$ cat src/hw/rtl/dmrc_pkg.sv
package dmrc_pkg;

  localparam int unsigned SETS_DEFAULT = 256;

  localparam logic [15:0] REF_MAX = 16'hFFFF;

  localparam logic [2:0] ACT_LOOKUP    = 3'd0;
  localparam logic [2:0] ACT_REPLACE   = 3'd1;
  localparam logic [2:0] ACT_REMOVE    = 3'd2;
  localparam logic [2:0] ACT_RELEASE   = 3'd3;
  localparam logic [2:0] ACT_CLEAR     = 3'd4;
  localparam logic [2:0] ACT_CLEAR_ALL = 3'd5;

  typedef struct packed {
    logic [2:0]  action;
    logic [31:0] page_id;
    logic [31:0] handle_in;
  } req_t;

  typedef struct packed {
    logic        status;
    logic [31:0] handle_out;
    logic [31:0] old_page_id;
    logic [31:0] hit_count;
    logic [31:0] miss_count;
  } rsp_t;

  typedef struct packed {
    logic [31:0] tag;
    logic [31:0] handle;
    logic [15:0] refs;
  } entry_t;

  typedef struct packed {
    logic        wr_en;
    entry_t      entry;
    logic        status;
    logic [31:0] handle_out;
    logic [31:0] old_page_id;
    logic        hit_inc;
    logic        miss_inc;
    logic        clr_cnt;
    logic        start_sweep;
  } upd_t;

  function automatic logic is_clear(input logic [2:0] action);
    return (action == ACT_CLEAR) || (action == ACT_CLEAR_ALL);
  endfunction

endpackage

$ cat src/hw/rtl/dmrc_entry_update.sv
module dmrc_entry_update (
  input  dmrc_pkg::req_t   req,
  input  dmrc_pkg::entry_t entry,
  output dmrc_pkg::upd_t   upd
);
  import dmrc_pkg::*;

  logic tag_match;
  logic referenced;

  assign tag_match  = (entry.tag == req.page_id);
  assign referenced = (entry.refs != 16'd0);

  always_comb begin
    upd             = '0;
    upd.entry       = entry;
    unique case (req.action)
      ACT_LOOKUP: begin
        if (tag_match) begin
          upd.hit_inc    = 1'b1;
          upd.handle_out = entry.handle;
          upd.wr_en      = 1'b1;
          if (entry.refs != REF_MAX) begin
            upd.entry.refs = entry.refs + 16'd1;
          end
        end else begin
          upd.miss_inc = 1'b1;
          upd.status   = 1'b1;
        end
      end
      ACT_REPLACE: begin
        if (referenced) begin
          upd.status = 1'b1;
        end else begin
          upd.old_page_id  = entry.tag;
          upd.handle_out   = entry.handle;
          upd.wr_en        = 1'b1;
          upd.entry.tag    = req.page_id;
          upd.entry.handle = req.handle_in;
          upd.entry.refs   = 16'd1;
        end
      end
      ACT_REMOVE: begin
        if (referenced) begin
          upd.status = 1'b1;
        end else begin
          upd.wr_en = 1'b1;
          upd.entry = '0;
        end
      end
      ACT_RELEASE: begin
        if (!tag_match) begin
          upd.status = 1'b1;
        end else if (referenced) begin
          upd.wr_en      = 1'b1;
          upd.entry.refs = entry.refs - 16'd1;
        end
      end
      ACT_CLEAR: begin
        upd.start_sweep = 1'b1;
      end
      ACT_CLEAR_ALL: begin
        upd.start_sweep = 1'b1;
        upd.clr_cnt     = 1'b1;
      end
      default: begin
        upd.status = 1'b1;
      end
    endcase
  end

endmodule

$ cat config.mk
export PLATFORM = sky130hd
export DESIGN_NAME = dmrc_entry_update
export DESIGN_NICKNAME = d
export VERILOG_FILES = /design/src/hw/rtl/dmrc_pkg.sv /design/src/hw/rtl/dmrc_entry_update.sv
export SDC_FILE = /design/constraint.sdc
export NUM_CORES = 1
export LEC_CHECK = 0
export BUFFER_PORTS_ARGS = -buffer_cell sky130_fd_sc_hd__buf_4
export CORE_AREA = 2 2 116 118
export DETAILED_ROUTE_END_ITERATION = 12
export DIE_AREA = 0 0 118 120
export PLACE_DENSITY = 0.67
export SLEW_MARGIN = 30
export SYNTH_ARGS = -nofsm -noshare
export SYNTH_HDL_FRONTEND = slang
export SYNTH_SLANG_ARGS = --single-unit
$ cat constraint.sdc
create_clock -name vclk -period 6.63
set_input_delay 1.989 -clock vclk [all_inputs]
set_output_delay 1.989 -clock vclk [all_outputs]
set_load 0.05 [all_outputs]
== Yosys cells after proc, flatten, opt, wreduce, memory -nomap -nowiden ==
Cells that the tools add are included.
W data, S select, Z words.

* Register bits: 0
* Bits in latches: 0
* Memory bits (writable): 0
* ROM bits: 0
* Input port bits: 147
* Output and inout port bits: 150
* Memories kept: 0

* $add $sub $neg: 2
* $mul: 0
* Divide/modulo/power cells: 0
* Order comparisons: 0
* Eq/ne operators: 7
* Shift-type cells: 0
* Mux-type cells: 21
* Bitwise gates (word level): 0
* Reduce and logical (&&, ||, !) cells: 5

{| class="wikitable"
|+ Operators by type and width
! operator !! number
|-
| $mux W81 || 2
|-
| $pmux W64 S2 || 1
|-
| $mux W16 || 4
|-
| $mux W32 || 2
|-
| $mux W64 || 1
|-
| $pmux W16 S4 || 1
|-
| $pmux W32 S2 || 1
|-
| $eq A32 B32 Y1 || 1
|-
| $add A16 B1 Y16 const B || 1
|-
| $ne A16 B16 Y1 const B || 1
|-
| $reduce_bool A16 Y1 || 1
|-
| $sub A16 B1 Y16 const B || 1
|-
| $eq A3 B2 Y1 const B || 2
|-
| $eq A3 B3 Y1 const B || 2
|-
| $mux W1 || 6
|-
| $reduce_or A2 Y1 || 3
|-
| $pmux W1 S4 || 1
|-
| $eq A3 B1 Y1 const B || 1
|-
| $logic_not A3 Y1 || 1
|-
| $pmux W1 S3 || 1
|-
| $mux W2 || 1
|}

== Longest topological paths before layout ==
* Depth after elaboration: 4
* Depth in mapped cells: 10
* Gate-level depth less buffers: 9

== Worst setup path before layout ==
No wires, ideal clock.

* Path type: in2out
* Start: input entry[4] in the netlist's numbering
* End: output upd[69] in the netlist's numbering
* Arrival: 4.792 ns
* Path slack: -0.151 ns
* Cell stages on the path: 8
* Buffers on the path: 1
* Cells stage by stage: buf_2 -> or4_4 -> nor2_2 -> nand4_4 -> ha_1 -> mux2i_1 -> a21oi_1 -> a221oi_1

{| class="wikitable"
|+ RTL lines
! what !! RTL line !! RTL
|-
| start, declared || dmrc_entry_update.sv:3 || <nowiki>input dmrc_pkg::entry_t entry,</nowiki>
|-
| end, declared || dmrc_entry_update.sv:4 || <nowiki>output dmrc_pkg::upd_t upd</nowiki>
|}

==> results.ini <==
[route]
drcViolationCount = 0
routed_wl_um = 16100
drt_iter0_markers = 370
antenna_left = 0
drt-pass1-iter-count = 4
wire_per_inst_um = 16.6
vias = 4641
routed_via_density = 4.78

[placement]
post-dp-hpwl_um = 13100
port_buffers = 297
dp_slack_ns = 0.325
placedCellCount = 971
gp_congestion = 0.924

[global_route]
grt_pass1_wl_um = 24100
overflow = 0
antenna_found_initial = 0
grt_pass1_vias = 4258
grt.total_usage = 0.208
grt_max_degree = 65

[clocking]
postCtsSetupRepairBufs = 0
ctsHoldBuffers = 0
cts_resized = 0

[finish]
diodes = 0
finalNonFillerCells = 971
final_common_cell = buf_4
nets = 949
layout_common_cells = 308 x buf_4, 208 x nand2_1, 66 x and2_1, 36 x xor2_1
nClkBuffers = 0
area.growth.synth_to_final_pct = 77.0
seq_cells = 0
drive_gt1_frac = 0.429
register_area_um2 = 0

[pwr]
leakage_nw = 2.85
finalPower_mw = 0.332
power_density_mw_per_mm2 = 61.8
ir_drop_uv = 40.1

[setup_path]
critPathMaxFanout = 40
cpLargestDelayFamily = simple AND/OR/NAND/NOR gates
cp_common_cell = buf_4
crit_slowest_cell = or4_1
path_buf_inv = 3
critPathMaxStageDelay_ns = 0.49
arrival_ns = 4.38
cp-start-kind = input pin
crit_chain = buf_4 -> xor2_1 -> nor4_1 -> nand4_1 -> nor2_2 -> buf_12 -> nand2_1 -> or4_1 -> o311ai_1 -> buf_4
required_ns = 4.64
setup.worst_path.end_class = output pin
critical_path_class = in2out

[sta]
rsz0062_at_grt = no
finalCritPeriodShare = 0.960
slew-limit-headroom = 0.595
finalMaxSlewViolations = 0
setup_ws_ns = 0.266
period_needed_ns = 6.36
max_freq_mhz = 157
worst_pin_slew_ns = 0.603
timing.final.hold_violations = 0
hold_slack_ns = 4.33
tns_ns = 0
setup_viol = 0

[logic_synthesis]
syn_area_per_cell_um2 = 5.81
synth_compound_area_frac = 0.143
netlist_instances = 522
synth-simple-area-share = 0.629
ys_warn_count = 0
mappedNetlistArea_mm2 = 0.00303
synth-xor-area-share = 0.104
yosysUniqueCellTypes = 70
synthMuxAreaShare = 0.00660
syn-num-nets = 674
yosysSeqAreaShare = 0
synth_fa_ha_area_frac = 0.0206
synth_top_family_by_area = simple AND/OR/NAND/NOR gates

[floorplanning]
dieArea_mm2 = 0.0142
start_util = 0.234
rows = 42
fp.dieH_um = 120
die_w_um = 118
io-pin-count = 297
core-area_mm2 = 0.0130

[worst_hold_path]
holdCritPathClass = in2out

[run]
maxCapViolations = 0

[outcome]
status = completed

## stage by stage
step                utilization  cell area, um2
floorplan                     -            3040
global placement          0.414            5370
detailed placement        0.414            5370
CTS                       0.414            5370
global route              0.414            5370
finish                    0.414            5370
## path summary, 6_finish.rpt
kind              startpoint      end  slack (ns)  cells after the start
setup / recovery   entry[79]  upd[79]        0.27                     10
hold / removal        req[4]  upd[89]        4.33                      4
## power breakdown
group	switching, mW	internal (mW)
Sequential	0	0
Clock	0	0
Combinational	0.205	0.127
## routing by layer
layer  track usage  wire length, um
met3        0.0333             1160
met4        0.0301              291
met1         0.266             6650
met2         0.373             7980
met5             0                0
## synthesized netlist by cell type, drive strengths merged, types with 2 or more instances
| master | number | area share |
|---|---|---|
| a31oi | 7 | 0.014 |
| nand2 | 209 | 0.26 |
| nor2 | 17 | 0.024 |
| o21ai | 5 | 0.0082 |
| nor2b | 2 | 0.0041 |
| nor3 | 10 | 0.022 |
| o22ai | 5 | 0.010 |
| nand3 | 15 | 0.031 |
| buf | 31 | 0.080 |
| nand4b | 2 | 0.0058 |
| a21o | 2 | 0.0049 |
| o31a | 2 | 0.0058 |
| and4 | 3 | 0.0087 |
| mux2i | 2 | 0.0066 |
| o31ai | 3 | 0.0074 |
| nand4 | 14 | 0.038 |
| a221oi | 3 | 0.011 |
| and2 | 67 | 0.14 |
| inv | 7 | 0.0087 |
| nor4 | 16 | 0.045 |
| or4 | 3 | 0.0087 |
| a31o | 2 | 0.0058 |
| nor3b | 3 | 0.013 |
| or2 | 2 | 0.0050 |
| a21oi | 13 | 0.021 |
| and3 | 8 | 0.019 |
| clkbuf | 7 | 0.0087 |
| a41oi | 3 | 0.0087 |
| ha | 5 | 0.021 |
| xor2 | 36 | 0.10 |
## layout make-up
class                      instances  area [um2]
tap                              176         220
fill                            1400        7610
multi-input combinational        477        2750
inverter                           7        26.3
timing repair buffer             311        2370
## cells by family after synthesis
| kind of cell | after synthesis |
|---|---|
| multiplexers | 2 |
| AND/OR/NAND/NOR | 374 |
| AO/OA/AOI/OAI | 60 |
| buffers and inverters | 45 |
| adder cells (fa/ha/maj) | 5 |
| XOR/XNOR | 36 |
## tightest hold or removal path, stage by stage
cell and delay, ns:
buf_4 0.08, nand2_1 0.04, nand2_1 0.05, buf_4 0.18
No activity file was read; power rests on OpenSTA's default activity.
