$ cat src/hw/rtl/dmrc_pkg.sv
package dmrc_pkg;

  localparam int unsigned SETS_DEFAULT = 256;

  localparam logic [15:0] REF_MAX = 16'hFFFF;

  localparam logic [2:0] ACT_LOOKUP    = 3'd0;
  localparam logic [2:0] ACT_REPLACE   = 3'd1;
  localparam logic [2:0] ACT_REMOVE    = 3'd2;
  localparam logic [2:0] ACT_RELEASE   = 3'd3;
  localparam logic [2:0] ACT_CLEAR     = 3'd4;
  localparam logic [2:0] ACT_CLEAR_ALL = 3'd5;

  typedef struct packed {
    logic [2:0]  action;
    logic [31:0] page_id;
    logic [31:0] handle_in;
  } req_t;

  typedef struct packed {
    logic        status;
    logic [31:0] handle_out;
    logic [31:0] old_page_id;
    logic [31:0] hit_count;
    logic [31:0] miss_count;
  } rsp_t;

  typedef struct packed {
    logic [31:0] tag;
    logic [31:0] handle;
    logic [15:0] refs;
  } entry_t;

  typedef struct packed {
    logic        wr_en;
    entry_t      entry;
    logic        status;
    logic [31:0] handle_out;
    logic [31:0] old_page_id;
    logic        hit_inc;
    logic        miss_inc;
    logic        clr_cnt;
    logic        start_sweep;
  } upd_t;

  function automatic logic is_clear(input logic [2:0] action);
    return (action == ACT_CLEAR) || (action == ACT_CLEAR_ALL);
  endfunction

endpackage

$ cat src/hw/rtl/dmrc_set_index.sv
module dmrc_set_index #(
  parameter int unsigned SETS = dmrc_pkg::SETS_DEFAULT,
  parameter int unsigned IDX_W = $clog2(SETS)
) (
  input  logic              clk,
  input  logic              rst,
  input  logic              en,
  input  logic              in_valid,
  input  dmrc_pkg::req_t    in_req,
  output logic              out_valid,
  output dmrc_pkg::req_t    out_req,
  output logic [IDX_W-1:0]  set
);
  import dmrc_pkg::*;

  localparam logic [31:0] RECIP = 32'((64'd1 << 32) / SETS);
  localparam logic [31:0] SETS_W = 32'(SETS);

  logic [63:0] prod;
  logic [31:0] quot;
  logic [31:0] rem_raw;
  logic [31:0] rem;

  // The estimated quotient is low by at most one, so one correction step suffices.
  assign prod = 64'(in_req.page_id) * 64'(RECIP);

  always_ff @(posedge clk) begin
    if (rst) begin
      out_valid <= 1'b0;
    end else if (en) begin
      out_valid <= in_valid;
    end
    if (en) begin
      out_req <= in_req;
      quot    <= prod[63:32];
    end
  end

  always_comb begin
    rem_raw = out_req.page_id - 32'(quot * SETS_W);
    rem     = (rem_raw >= SETS_W) ? (rem_raw - SETS_W) : rem_raw;
  end

  assign set = rem[IDX_W-1:0];

endmodule

$ cat config.mk
export PLATFORM = sky130hd
export DESIGN_NAME = dmrc_set_index
export DESIGN_NICKNAME = d
export VERILOG_FILES = /design/src/hw/rtl/dmrc_pkg.sv /design/src/hw/rtl/dmrc_set_index.sv
export SDC_FILE = /design/constraint.sdc
export NUM_CORES = 1
export LEC_CHECK = 0
export BUFFER_PORTS_ARGS = -buffer_cell sky130_fd_sc_hd__buf_4
export CORE_MARGIN = 2
export CORE_UTILIZATION = 35
export CTS_CLUSTER_SIZE = 10
export DETAILED_ROUTE_END_ITERATION = 8
export GPL_TIMING_DRIVEN = 0
export PLACE_DENSITY = 0.69
export SKIP_LAST_GASP = 1
export SYNTH_ARGS = -nofsm -noshare
export SYNTH_HDL_FRONTEND = slang
export SYNTH_SLANG_ARGS = --single-unit
$ cat constraint.sdc
create_clock -name clk -period 1 [get_ports clk]
set_input_delay 0.15 -clock clk [delete_from_list [all_inputs] [get_ports clk]]
set_output_delay 0.15 -clock clk [all_outputs]
set_load 0.005 [all_outputs]
* After elaboration in Yosys (flattened, before gate mapping)
Cells that the tools add are included.
** Storage, ports and cells
- Memories kept :: 0
- Output and inout port bits :: 76
- Memory bits (read-only) :: 0
- Flip-flop bits (word level) :: 92
- RAM bits :: 0
- Latch bits :: 0
- Bits of input ports :: 71
** Operators by class
- Shift-type cells :: 0
- Multipliers :: 0
- $add $sub $neg :: 2
- Equal/unequal tests :: 0
- Multiplexer cells :: 1
- Divide/modulo/power cells :: 0
- Bitwise gates (word level) :: 0
- Reduce and logical (&&, ||, !) cells :: 0
- Order comparisons :: 1
** Operator list (number)
- greater-or-equal comparator 32 x 9 -> 1 bit (second input constant) :: 1
- subtractor 32 bit :: 1
- two-way mux 8 bit :: 1
- subtractor 8 x 1 -> 8 bit (second input constant) :: 1

* Logic depth before layout (Yosys ltp)
Gate-level depths: netlist of the first run.
- Word-level depth :: 3
- Mapped depth :: 2
- Depth with buffers taken out :: 2

* Worst setup path after synthesis of the first run
Ideal clock, no wire load.
- Path kind :: flip-flop to output port
- From :: register out_req[32] (netlist bit)
- To :: output port set[0]
- Path buffers :: 1
- Stages on the path, launching flop included :: 2
- Arrival time :: 526 ps
- Data required time :: 850 ps
- Slack :: 324 ps
- Cell sequence :: edfxtp_1 -> buf_4
** Between the ends
- Cells in the longest elaborated chain, start to end :: 3
** RTL lines
- start, declared :: line dmrc_set_index.sv:11 : output dmrc_pkg::req_t out_req,
- start signal, assigned :: line dmrc_set_index.sv:34 : out_req <= in_req;
- subtractor 32 bit * :: line dmrc_set_index.sv:40 : rem_raw = out_req.page_id - 32'(quot * SETS_W);
- greater-or-equal comparator 32 x 9 -> 1 bit / subtractor 8 x 1 -> 8 bit (equally long branches) :: line dmrc_set_index.sv:41 : rem = (rem_raw >= SETS_W) ? (rem_raw - SETS_W) : rem_raw;
- two-way mux 8 bit * :: line dmrc_set_index.sv:41
- end, declared :: line dmrc_set_index.sv:12 : output logic [IDX_W-1:0] set
Mark *: on every way between the ends. The rest lies on a longest branch, timed or not.

* Worst setup path after layout of the first run
- From :: register out_req[38] (netlist bit)
- To :: output port set[6]
Same word-level chain as after synthesis.

==> results of run 1 <==
[cell type report]
cell class | count | area, um2
Multi-Input combinational cell | 2 | 13.8
Clock buffer | 9 | 124
Timing Repair Buffer | 214 | 1910
Tap cell | 75 | 93.8
Fill cell | 359 | 1510
Buffer | 8 | 75.1
Sequential cell | 68 | 2030
Clock inverter | 6 | 90.1
[worst max path at each step]
stage	slack, ps	endpoint	cells after the start	from
final	-160	set[6]	2	out_req[38]
after global routing	-200	set[3]	2	out_req[35]
after floorplan	320	set[0]	1	out_req[32]
after CTS	-180	set[3]	2	out_req[35]
after global placement	-240	out_valid	3	en
after detailed placement	-280	out_valid	3	en
[report_power, final]
group | total (W) | internal [W] | switching [W] | leakage [nW]
combinational | 0.00102 | 0.000719 | 0.000301 | 1.08
sequential | 0.00348 | 0.00339 | 0.0000978 | 0.664
clock | 0.00242 | 0.00139 | 0.00103 | 0.105
[worst register-to-register path: cells and delay by family, from the launching register on]
kind	cells	cell delay [ps]
multiplexers	1	120
flip-flops	1	310
AND/OR/NAND/NOR	1	50
[timing repair]
| item | 4_1_cts | 5_1_grt |
|---|---|---|
| endpoints found under the setup margin | 58 | 75 |
| endpoints found under the hold margin | 68 | 0 |
| resized for setup | 10 | 29 |
| pin swaps | 0 | 0 |
| hold buffers | 68 | 0 |
[metal layers]
| metal | up-vias | track usage | routed length [um] |
|---|---|---|---|
| li1 | 748 | - | - |
| met1 | 781 | 0.182 | 2170 |
| met2 | 102 | 0.330 | 3670 |
| met3 | 10 | 0.0549 | 552 |
| met4 | 0 | 0.0763 | 82 |
| met5 | - | 0 | 0 |
[kinds of logic (layout without fill, tap and decap cells)]
| group | Yosys count | count (layout) | share of synthesized area |
|---|---|---|---|
| multiplexers | 1 | 1 | 0.00475 |
| flip-flops | 68 | 68 | 0.965 |
| buffers and inverters | 8 | 237 | 0.0285 |
| AND/OR/NAND/NOR | 1 | 1 | 0.00178 |
[state kept, by name, summed over array words and instances (netlist names)]
name and count:
out_req 67, out_valid 1
[metrics by stage]
| stage | TNS [ps] | setup WS [ps] | total power (W) | std cells |
|---|---|---|---|---|
| after global placement | -13660 | -240 | 0.00419 | 299 |
| after detailed placement | -14710 | -275 | 0.00422 | 299 |
| after floorplan | 0 | 324 | 0.00358 | 78 |
| after CTS | -2340 | -177 | 0.00688 | 382 |
| after global routing | -4540 | -201 | 0.00717 | 382 |
| final | -1980 | -159 | 0.00693 | 382 |
[layout by cell type, fill, tap and decap left out]
cell type	Yosys	routed
clkbuf_8	0	9
bufinv_16	0	2
edfxtp_1	67	67
clkinvlp_4	0	1
buf_6	0	39
clkinv_4	0	2
nor2_1	1	1
buf_4	8	115
dlygate4sd3_1	0	68
clkinv_2	0	1
mux2i_1	1	1
dfxtp_1	1	1
==> metrics.md, run 1 <==
| Metric | Value |
|---|---|
| Clock latency on the worst-skew pair | `330 ps` |
| Crit-path max cell delay | `approximately 420 ps` |
| Total core area | `a little under 6000 um2` |
| Layout cells sized above 1 | `0.550` |
| Register area share after synthesis | `0.965` |
| Vias in the first global route | `about 1,700` |
| Final setup fails | `48` |
| Max frequency | `around 860 MHz` |
| Final min period | `between 1000 and 1500 ps` |
| Initial antenna violation count | `0` |
| Leakage | `about 1.8 nW` |
| Buffers & Inverters on Critical Path | `2` |
| Post-route setup slack | `-159 ps` |
| CTS tree | `yes` |
| GRT Overall Usage | `0.177` |
| Hold Crit Start | `in_valid` |
| Root Driver | `clkbuf_8` |
| Pwr/cell area | `about 1600 nW/um2` |
| First-pass GRT wire length | `slightly above 8 mm` |
| CP top delay family | `flip-flops` |
| Fin. max-slew vios | `0` |
| Hold WC Path Type | `in -> reg` |
| EDFF count, synth | `between 60 and 70` |
| Arrival time at the worst endpoint | `about 1000 ps` |
| Postcts setup bufs | `0` |
| Slew margin rel. | `0.450` |
| Hold path endpoint | `out_valid` |
| Max Fanout on Critical Path | `2` |
| CP Cell Sequence | `buf_4 > buf_6` |
| Ant diodes | `0` |
| # nets final | `374` |
| Maximum VDD drop | `~0.0013 V` |
| Num CTS Buffers | `9` |
| Synth warnings | `0` |
| Synth async-reset ratio | `0` |
| Synth top cells by count | `edfxtp_1, buf_4, dfxtp_1, mux2i_1, nor2_1` |
| Worst R2R Start | `out_valid` |
| Pin slew with the least headroom to its limit | `roughly 830 ps` |
| Cell row count | `28` |
| Buffers added on ports | `146` |
| Synth top area cells | `edfxtp_1, buf_4, dfxtp_1` |
| Unrepaired setup endpoints after global routing | `true` |
| Worst R2R Path Depth | `2` |
| Initial core utilization | `0.360` |
| Remaining antenna violation count after routing | `0` |
| #FFs+latches synth | `slightly below 70` |
| Critical path endpoint category | `output pin` |
| Synth Cell Area | `around 2100 um2` |
| Max Cap Violations | `0` |
| Drt first pass iters | `4` |
| RR Endpoint | `out_valid` |
| Failing checks | `negative setup slack` |
| DIE HEIGHT | `about 82 um` |
| Status | `complete, but fails checks` |
| GRT overflow | `0` |
| Cell Area, Placed | `approximately 3300 um2` |
| Crit path kind | `reg -> out` |
| Most numerous cell in the Yosys netlist | `edfxtp_1` |
| Top FF cell, synth | `edfxtp_1` |
| Initial drt markers | `between 80 and 90` |
| Slowest cell on crit path | `edfxtp_1` |
| Final worst-path cycle share | `1.16` |
| Post-route DRC | `0` |
| Die area | `between 6000 and 7000 um2` |
| Clock Tree Buf Depth | `2` |
| Detailed-route wire length | `approximately 6.5 mm` |
| Clock transition at path regs | `about 70 ps` |
| Largest net degree at the start of global routing | `between 60 and 70` |
| Cell count after synthesis | `78` |
| Required @ worst endpoint | `850 ps` |
| GPL Wtd Cong | `roughly 0.70` |
| CTS sink count | `68` |
| Mapped Nets | `around 150` |
| Avg Inst Size Synth | `27.0 um2` |
| Post-DR vias/cell | `4.30` |
| Synth unique cells | `5` |
| Hold slack | `about 60 ps` |
| I/O pin count | `roughly 150` |
| WHS Path Cells | `3` |
| Via count | `1,641` |
| Fin area | `4340 um2` |
| Post-synth top area cell | `edfxtp_1` |
| Final Hold Viols | `0` |
| Htree depth | `3` |
| Core Util, Final | `0.741` |
| Synth top area share | `0.955` |
| WL/cell | `17.0 um` |
| Area delta synth->final | `106%` |
| Skew final | `0 ps` |
| Width of the die | `between 80 and 90 um` |
| Startpoint type of the worst setup path | `flop` |
| Setup slack, reg-to-reg | `410 ps` |
Power figures use the tool's default switching activity.
==> run 2, diff against run 1 <==
--- a/config.mk
+++ b/config.mk
@@ -12,6 +12,7 @@
 export DETAILED_ROUTE_END_ITERATION = 8
 export GPL_TIMING_DRIVEN = 0
 export PLACE_DENSITY = 0.69
+export RECOVER_POWER = 100
 export SKIP_LAST_GASP = 1
 export SYNTH_ARGS = -nofsm -noshare
 export SYNTH_HDL_FRONTEND = slang
==> run 2 against run 1 <==
Effect of this change:
- the run still ends with negative setup slack left
- largest power group unchanged
- final cell count did not move
- routed wire length fell by 1.2%
- critical endpoint unchanged
- fmax barely moved
- worst setup slack barely moved
==> metrics.md, run 2 (synthesis results as in run 1) <==
| Metric | Value |
|---|---|
| Failing checks | `negative setup slack` |
| Fin. max-slew vios | `0 (unchanged)` |
| Top register by number of flip-flops | `out_req` |
| Final Hold Viols | `0 (unchanged)` |
| Max Fanout on Critical Path | `2 (unchanged)` |
| CTS tree | `yes` |
| Critical path endpoint category | `output pin` |
| Leakage | `1.83 nW (-1.1%)` |
| Crit-path max cell delay | `420 ps (about the same)` |
| Post-route setup slack | `-159 ps (+0.237 ps)` |
| Grt peak-use layer | `met2` |
| Commonest non-fill, non-tap cell in the layout | `dlygate4sd3_1` |
| Largest net degree at the start of global routing | `69 (unchanged)` |
| CP Cell Sequence | `buf_4 > buf_6` |
| Max Cap Violations | `0 (unchanged)` |
| WL/cell | `16.8 um (-1.2%)` |
| Post-DR vias/cell | `4.31 (+0.24%)` |
| Max reg flops | `67 (unchanged)` |
| Max frequency | `863 MHz (about the same)` |
| Clock latency on the worst-skew pair | `330 ps (about the same)` |
| Arrival time at the worst endpoint | `1010 ps (about the same)` |
| GRT met3 Usage | `0.0549 (unchanged)` |
| Crit path kind | `reg -> out` |
| Buffers added on ports | `146 (unchanged)` |
| Die area | `6650 um2 (unchanged)` |
| Detailed-route wire length | `6.41 mm (-1.2%)` |
| Num CTS Buffers | `9 (unchanged)` |
| Ant diodes | `0 (unchanged)` |
| Cell row count | `28 (unchanged)` |
| Drt first pass iters | `4 (unchanged)` |
| Clock transition at path regs | `70 ps (about the same)` |
| Largest registers | `out_req: 67 flops, out_valid: 1 flops` |
| Slew margin rel. | `0.456 (+0.00647)` |
| Setup TNS | `-1890 ps (+89.1 ps)` |
| Pin slew with the least headroom to its limit | `816 ps (-9.71 ps)` |
| Most frequent cells in the layout | `dlygate4sd3_1, edfxtp_1, clkbuf_4` |
| Startpoint type of the worst setup path | `flop` |
| CTS sink count | `68 (unchanged)` |
| Met2 Usage GRT | `0.330 (unchanged)` |
| Layout cells sized above 1 | `0.544 (-0.00651)` |
| First-pass GRT wire length | `8.29 mm (unchanged)` |
| GRT overflow | `0 (unchanged)` |
| Maximum VDD drop | `0.00129 V (-0.15%)` |
| I/O pin count | `147 (unchanged)` |
| Required @ worst endpoint | `850 ps (about the same)` |
| Hold WC Path Type | `in -> reg` |
| WHS Path Cells | `3 (unchanged)` |
| Initial drt markers | `97 (+11%)` |
| Worst setup path end | `set[6]` |
| Initial core utilization | `0.360 (unchanged)` |
| Unrepaired setup endpoints after global routing | `true` |
| Total power draw | `0.00690 W (-0.37%)` |
| Final worst-path cycle share | `1.16 (about the same)` |
| Skew final | `0 ps (unchanged)` |
| Post-route DRC | `0 (unchanged)` |
| Final min period | `1160 ps (-0.237 ps)` |
| Multi-input gate area | `13.8 um2 (unchanged)` |
| Vias in the first global route | `1,653 (unchanged)` |
| Clock Tree Buf Depth | `2 (unchanged)` |
| Slowest cell on crit path | `edfxtp_1` |
| GR Util met1 | `0.182 (unchanged)` |
| Worst R2R Path Depth | `2 (unchanged)` |
| RR Endpoint | `out_valid` |
| DIE HEIGHT | `81.6 um (unchanged)` |
| Status | `complete, but fails checks` |
| Width of the die | `81.6 um (unchanged)` |
| Total core area | `5850 um2 (unchanged)` |
| Initial antenna violation count | `0 (unchanged)` |
| Launch point of the worst path | `out_req[38]` |
| Worst R2R Start | `out_valid` |
| Cell Area, Placed | `3300 um2 (unchanged)` |
| Via count | `1,645 (+0.24%)` |
| GRT Overall Usage | `0.177 (unchanged)` |
| Register area | `2030 um2 (unchanged)` |
| Htree depth | `3 (unchanged)` |
| Fill cells | `363 (+1.1%)` |
| Setup slack, reg-to-reg | `420 ps (about the same)` |
| Root Driver | `clkbuf_8` |
| Remaining antenna violation count after routing | `0 (unchanged)` |
| Fin area | `4330 um2 (-0.17%)` |
| Pwr/cell area | `1590 nW/um2 (-0.20%)` |
| Area delta synth->final | `106%` |
| GPL Wtd Cong | `0.699 (unchanged)` |
| # nets final | `374 (unchanged)` |
| Postcts setup bufs | `0 (unchanged)` |
| Final setup fails | `50 (+4.2%)` |
## run 2: cell types whose count changed in the layout (fill, tap and decap cells not counted), sizes merged
cell    previous run  this run
buf              154        86
clkbuf             9        77
## run 2: cell type report
cell class,count,area share
Buffer,8,0.0173
Clock buffer,9,0.0286
Clock inverter,6,0.0208
Multi-Input combinational cell,2,0.00318
Sequential cell,68,0.469
Tap cell,75,0.0217
Timing Repair Buffer,214,0.439
## run 2: metal layers
metal,vias to the layer above,wire [um]
met5,-,0
met4,0,75
met3,8,560
met2,89,3660
met1,800,2110
li1,748,-
## run 2: power breakdown
part | internal (W) | switching [W] | leakage [nW]
clock | 0.00139 | 0.00103 | 0.105
combinational | 0.000703 | 0.000296 | 1.06
sequential | 0.00339 | 0.0000977 | 0.664
## run 2: what timing repair did
action                                  4_1_cts  5_1_grt
gates resized for setup                      10       29
hold buffers                                 68        0
endpoints found under the hold margin        68        0
endpoints found under the setup margin       58       75
## run 2: stage by stage
| step | util | setup slack, ps | std cells | hold slack, ps |
|---|---|---|---|---|
| after floorplan | - | 324 | 78 | 222 |
| after detailed placement | 0.563 | -275 | 299 | 310 |
| after global placement | 0.563 | -240 | 299 | 308 |
| after CTS | 0.723 | -177 | 382 | 51.9 |
| after global routing | 0.740 | -201 | 382 | 88.8 |
| final | 0.740 | -159 | 382 | 60.5 |
## run 2: worst min-delay path by stage
stage,startpoint,slack (ps),to
6_report,in_valid,60,out_valid
5_1_grt,in_valid,90,out_valid
4_1_cts,in_valid,50,out_valid
3_5_place_dp,rst,310,out_valid
3_3_place_gp,rst,310,out_valid
2_1_floorplan,rst,220,out_valid
## run 2: critical path: cells and delay by family, from the launching register on
family / cells / cell delay (ps)
buffers and inverters: 2 / 260
DFF: 1 / 420
==> run 3, diff against run 2 <==
--- a/config.mk
+++ b/config.mk
@@ -11,7 +11,7 @@
 export CTS_CLUSTER_SIZE = 10
 export DETAILED_ROUTE_END_ITERATION = 8
 export GPL_TIMING_DRIVEN = 0
-export PLACE_DENSITY = 0.69
+export PLACE_DENSITY = 0.7
 export RECOVER_POWER = 100
 export SKIP_LAST_GASP = 1
 export SYNTH_ARGS = -nofsm -noshare
==> run 3 against run 2 <==
Effect of this change:
- the run still ends with negative setup slack left
- first-iteration DRC count fell by 14%
- final area fell by 0.49%
- combinational power barely moved
- via count rose by 0.43%
- clock-buffer cell count did not move
- routed wire length rose by 4.8%
- total power barely moved
- non-clock buffer count did not move
- critical path type unchanged
==> metrics.md, run 3 (synthesis results as in run 1) <==
| Metric | Value |
|---|---|
| Detailed-route wire length | `6.72 mm (+4.8%)` |
| Layout cells sized above 1 | `0.545 (+0.00148)` |
| Inst Count DP | `299 (unchanged)` |
| Hold Crit Start | `in_valid` |
| Top register by number of flip-flops | `out_req` |
| Clock latency on the worst-skew pair | `330 ps (about the same)` |
| Htree depth | `3 (unchanged)` |
| Clock Tree Buf Depth | `2 (unchanged)` |
| Arrival time at the worst endpoint | `1030 ps (+20 ps)` |
| Max Fanout on Critical Path | `2 (unchanged)` |
| CTS tree | `yes` |
| Max frequency | `848 MHz (-1.7%)` |
| Leakage | `1.83 nW (about the same)` |
| Via count | `1,652 (+0.43%)` |
| Final setup fails | `41 (-18%)` |
| Startpoint type of the worst setup path | `flop` |
| Vias in the first global route | `1,719 (+4.0%)` |
| Post-route DRC | `0 (unchanged)` |
| Largest net degree at the start of global routing | `69 (unchanged)` |
| Num CTS Buffers | `9 (unchanged)` |
| Largest registers | `out_req: 67 flops, out_valid: 1 flops` |
| Buffers added on ports | `146 (unchanged)` |
| Total core area | `5850 um2 (unchanged)` |
| Final worst-path cycle share | `1.18 (+0.0201)` |
| Die area | `6650 um2 (unchanged)` |
| Required @ worst endpoint | `850 ps (about the same)` |
| Crit path kind | `reg -> out` |
| Initial antenna violation count | `0 (unchanged)` |
| Slew margin rel. | `0.388 (-0.0681)` |
| GRT Overall Usage | `0.192 (+0.0143)` |
| Cell row count | `28 (unchanged)` |
| Fin. max-slew vios | `0 (unchanged)` |
| Remaining antenna violation count after routing | `0 (unchanged)` |
| Root Driver | `clkbuf_8` |
| Most frequent cells in the layout | `dlygate4sd3_1, clkbuf_4, edfxtp_1` |
| Post-route setup slack | `-179 ps (-20.1 ps)` |
| WL/cell | `17.5 um (+4.5%)` |
| Initial core utilization | `0.360 (unchanged)` |
| Drt first pass iters | `4 (unchanged)` |
| Clock transition at path regs | `70 ps (about the same)` |
| Maximum VDD drop | `0.00137 V (+5.6%)` |
| GRT overflow | `0 (unchanged)` |
| Width of the die | `81.6 um (unchanged)` |
| Final Instance Count excl. Fillers | `383 (+0.26%)` |
| Setup slack, reg-to-reg | `390 ps (-30 ps)` |
| Worst R2R Start | `out_valid` |
| Hold WC Path Type | `in -> reg` |
| Hold slack | `77.4 ps (+16.9 ps)` |
| Pin slew with the least headroom to its limit | `918 ps (+102 ps)` |
| Slowest cell on crit path | `edfxtp_1` |
| CP top delay family | `flip-flops` |
| Final min period | `1180 ps (+20.1 ps)` |
| Failing checks | `negative setup slack` |
| Place WS | `-290 ps (-14.4 ps)` |
| Status | `complete, but fails checks` |
| I/O pin count | `147 (unchanged)` |
| Initial drt markers | `83 (-14%)` |
| First-pass GRT wire length | `8.88 mm (+7.1%)` |
| Crit-path max cell delay | `440 ps (+20 ps)` |
| Buffers & Inverters on Critical Path | `2 (unchanged)` |
| Final Hold Viols | `0 (unchanged)` |
| Worst R2R Path Depth | `2 (unchanged)` |
| RR Endpoint | `out_valid` |
| Ant diodes | `0 (unchanged)` |
| Area delta synth->final | `105%` |
| CTS sink count | `68 (unchanged)` |
| # nets final | `374 (unchanged)` |
| GPL Wtd Cong | `0.648 (-7.3%)` |
| Pwr/cell area | `1600 nW/um2 (+0.57%)` |
| Hpwl dp | `roughly 3.8 mm` |
| Critical path endpoint category | `output pin` |
| Unrepaired setup endpoints after global routing | `true` |
| Post-DR vias/cell | `4.31 (+0.16%)` |
| Worst setup path end | `set[2]` |
| Max Cap Violations | `0 (unchanged)` |
| Launch point of the worst path | `out_req[34]` |
| Skew final | `0 ps (unchanged)` |
| DIE HEIGHT | `81.6 um (unchanged)` |
| Max reg flops | `67 (unchanged)` |
| Cell count along the critical path | `2 (unchanged)` |
| CP Cell Sequence | `buf_6 > buf_6` |
| Critical Path Most Common Cell | `buf_6` |
## run 3: worst min-delay path by stage
| stage | endpoint | depth (start not counted) |
|---|---|---|
| after global placement | out_valid | 2 |
| after CTS | out_valid | 3 |
| after detailed placement | out_valid | 2 |
| after floorplan | out_valid | 1 |
| final | out_valid | 3 |
| after global routing | out_valid | 3 |
## run 3: repair_timing
action,CTS,global route
gates cloned,0,0
buffers inserted,0,0
setup endpoints to repair,69,76
gates resized for setup,15,18
hold endpoints to repair,68,0
hold buffers,68,0
pin swaps,0,0
## run 3: worst min-delay path, stage by stage
cell	delay [ps]
buf_4	80
mux2i_1	60
nor2_1	80
## run 3: power breakdown
group          leakage [nW]  switching [W]  internal [W]
logic                  1.05       0.000304      0.000692
registers             0.664      0.0000959       0.00339
clock network         0.111        0.00103       0.00139
## run 3: layer usage
layer,up-vias,share of wire,global-route usage,wire (um)
li1,751,-,-,-
met3,11,0.098,0.0648,660
met1,795,0.36,0.213,2420
met4,0,0.018,0.0898,120
met5,-,0,0,0
met2,95,0.52,0.331,3520
## run 3: layout make-up
| cell class | count | area (um2) |
|---|---|---|
| plain buffers | 8 | 86.3 |
| clock buffers | 9 | 124 |
| clock inverters | 7 | 91.3 |
| fillers | 366 | 1540 |
| multi-input cells | 2 | 13.8 |
| flip-flops and latches | 68 | 2030 |
| well taps | 75 | 93.8 |
| repair buffers | 214 | 1870 |
## run 3: stage by stage
stage / utilization / area, um2 / TNS, ps / power [W]
after detailed placement: 0.563 / 3300 / -14620 / 0.00423
after global placement: 0.563 / 3300 / -13550 / 0.00420
after CTS: 0.726 / 4250 / -2420 / 0.00690
final: 0.736 / 4310 / -2340 / 0.00691
after floorplan: - / 2110 / 0 / 0.00358
after global routing: 0.736 / 4310 / -4950 / 0.00716
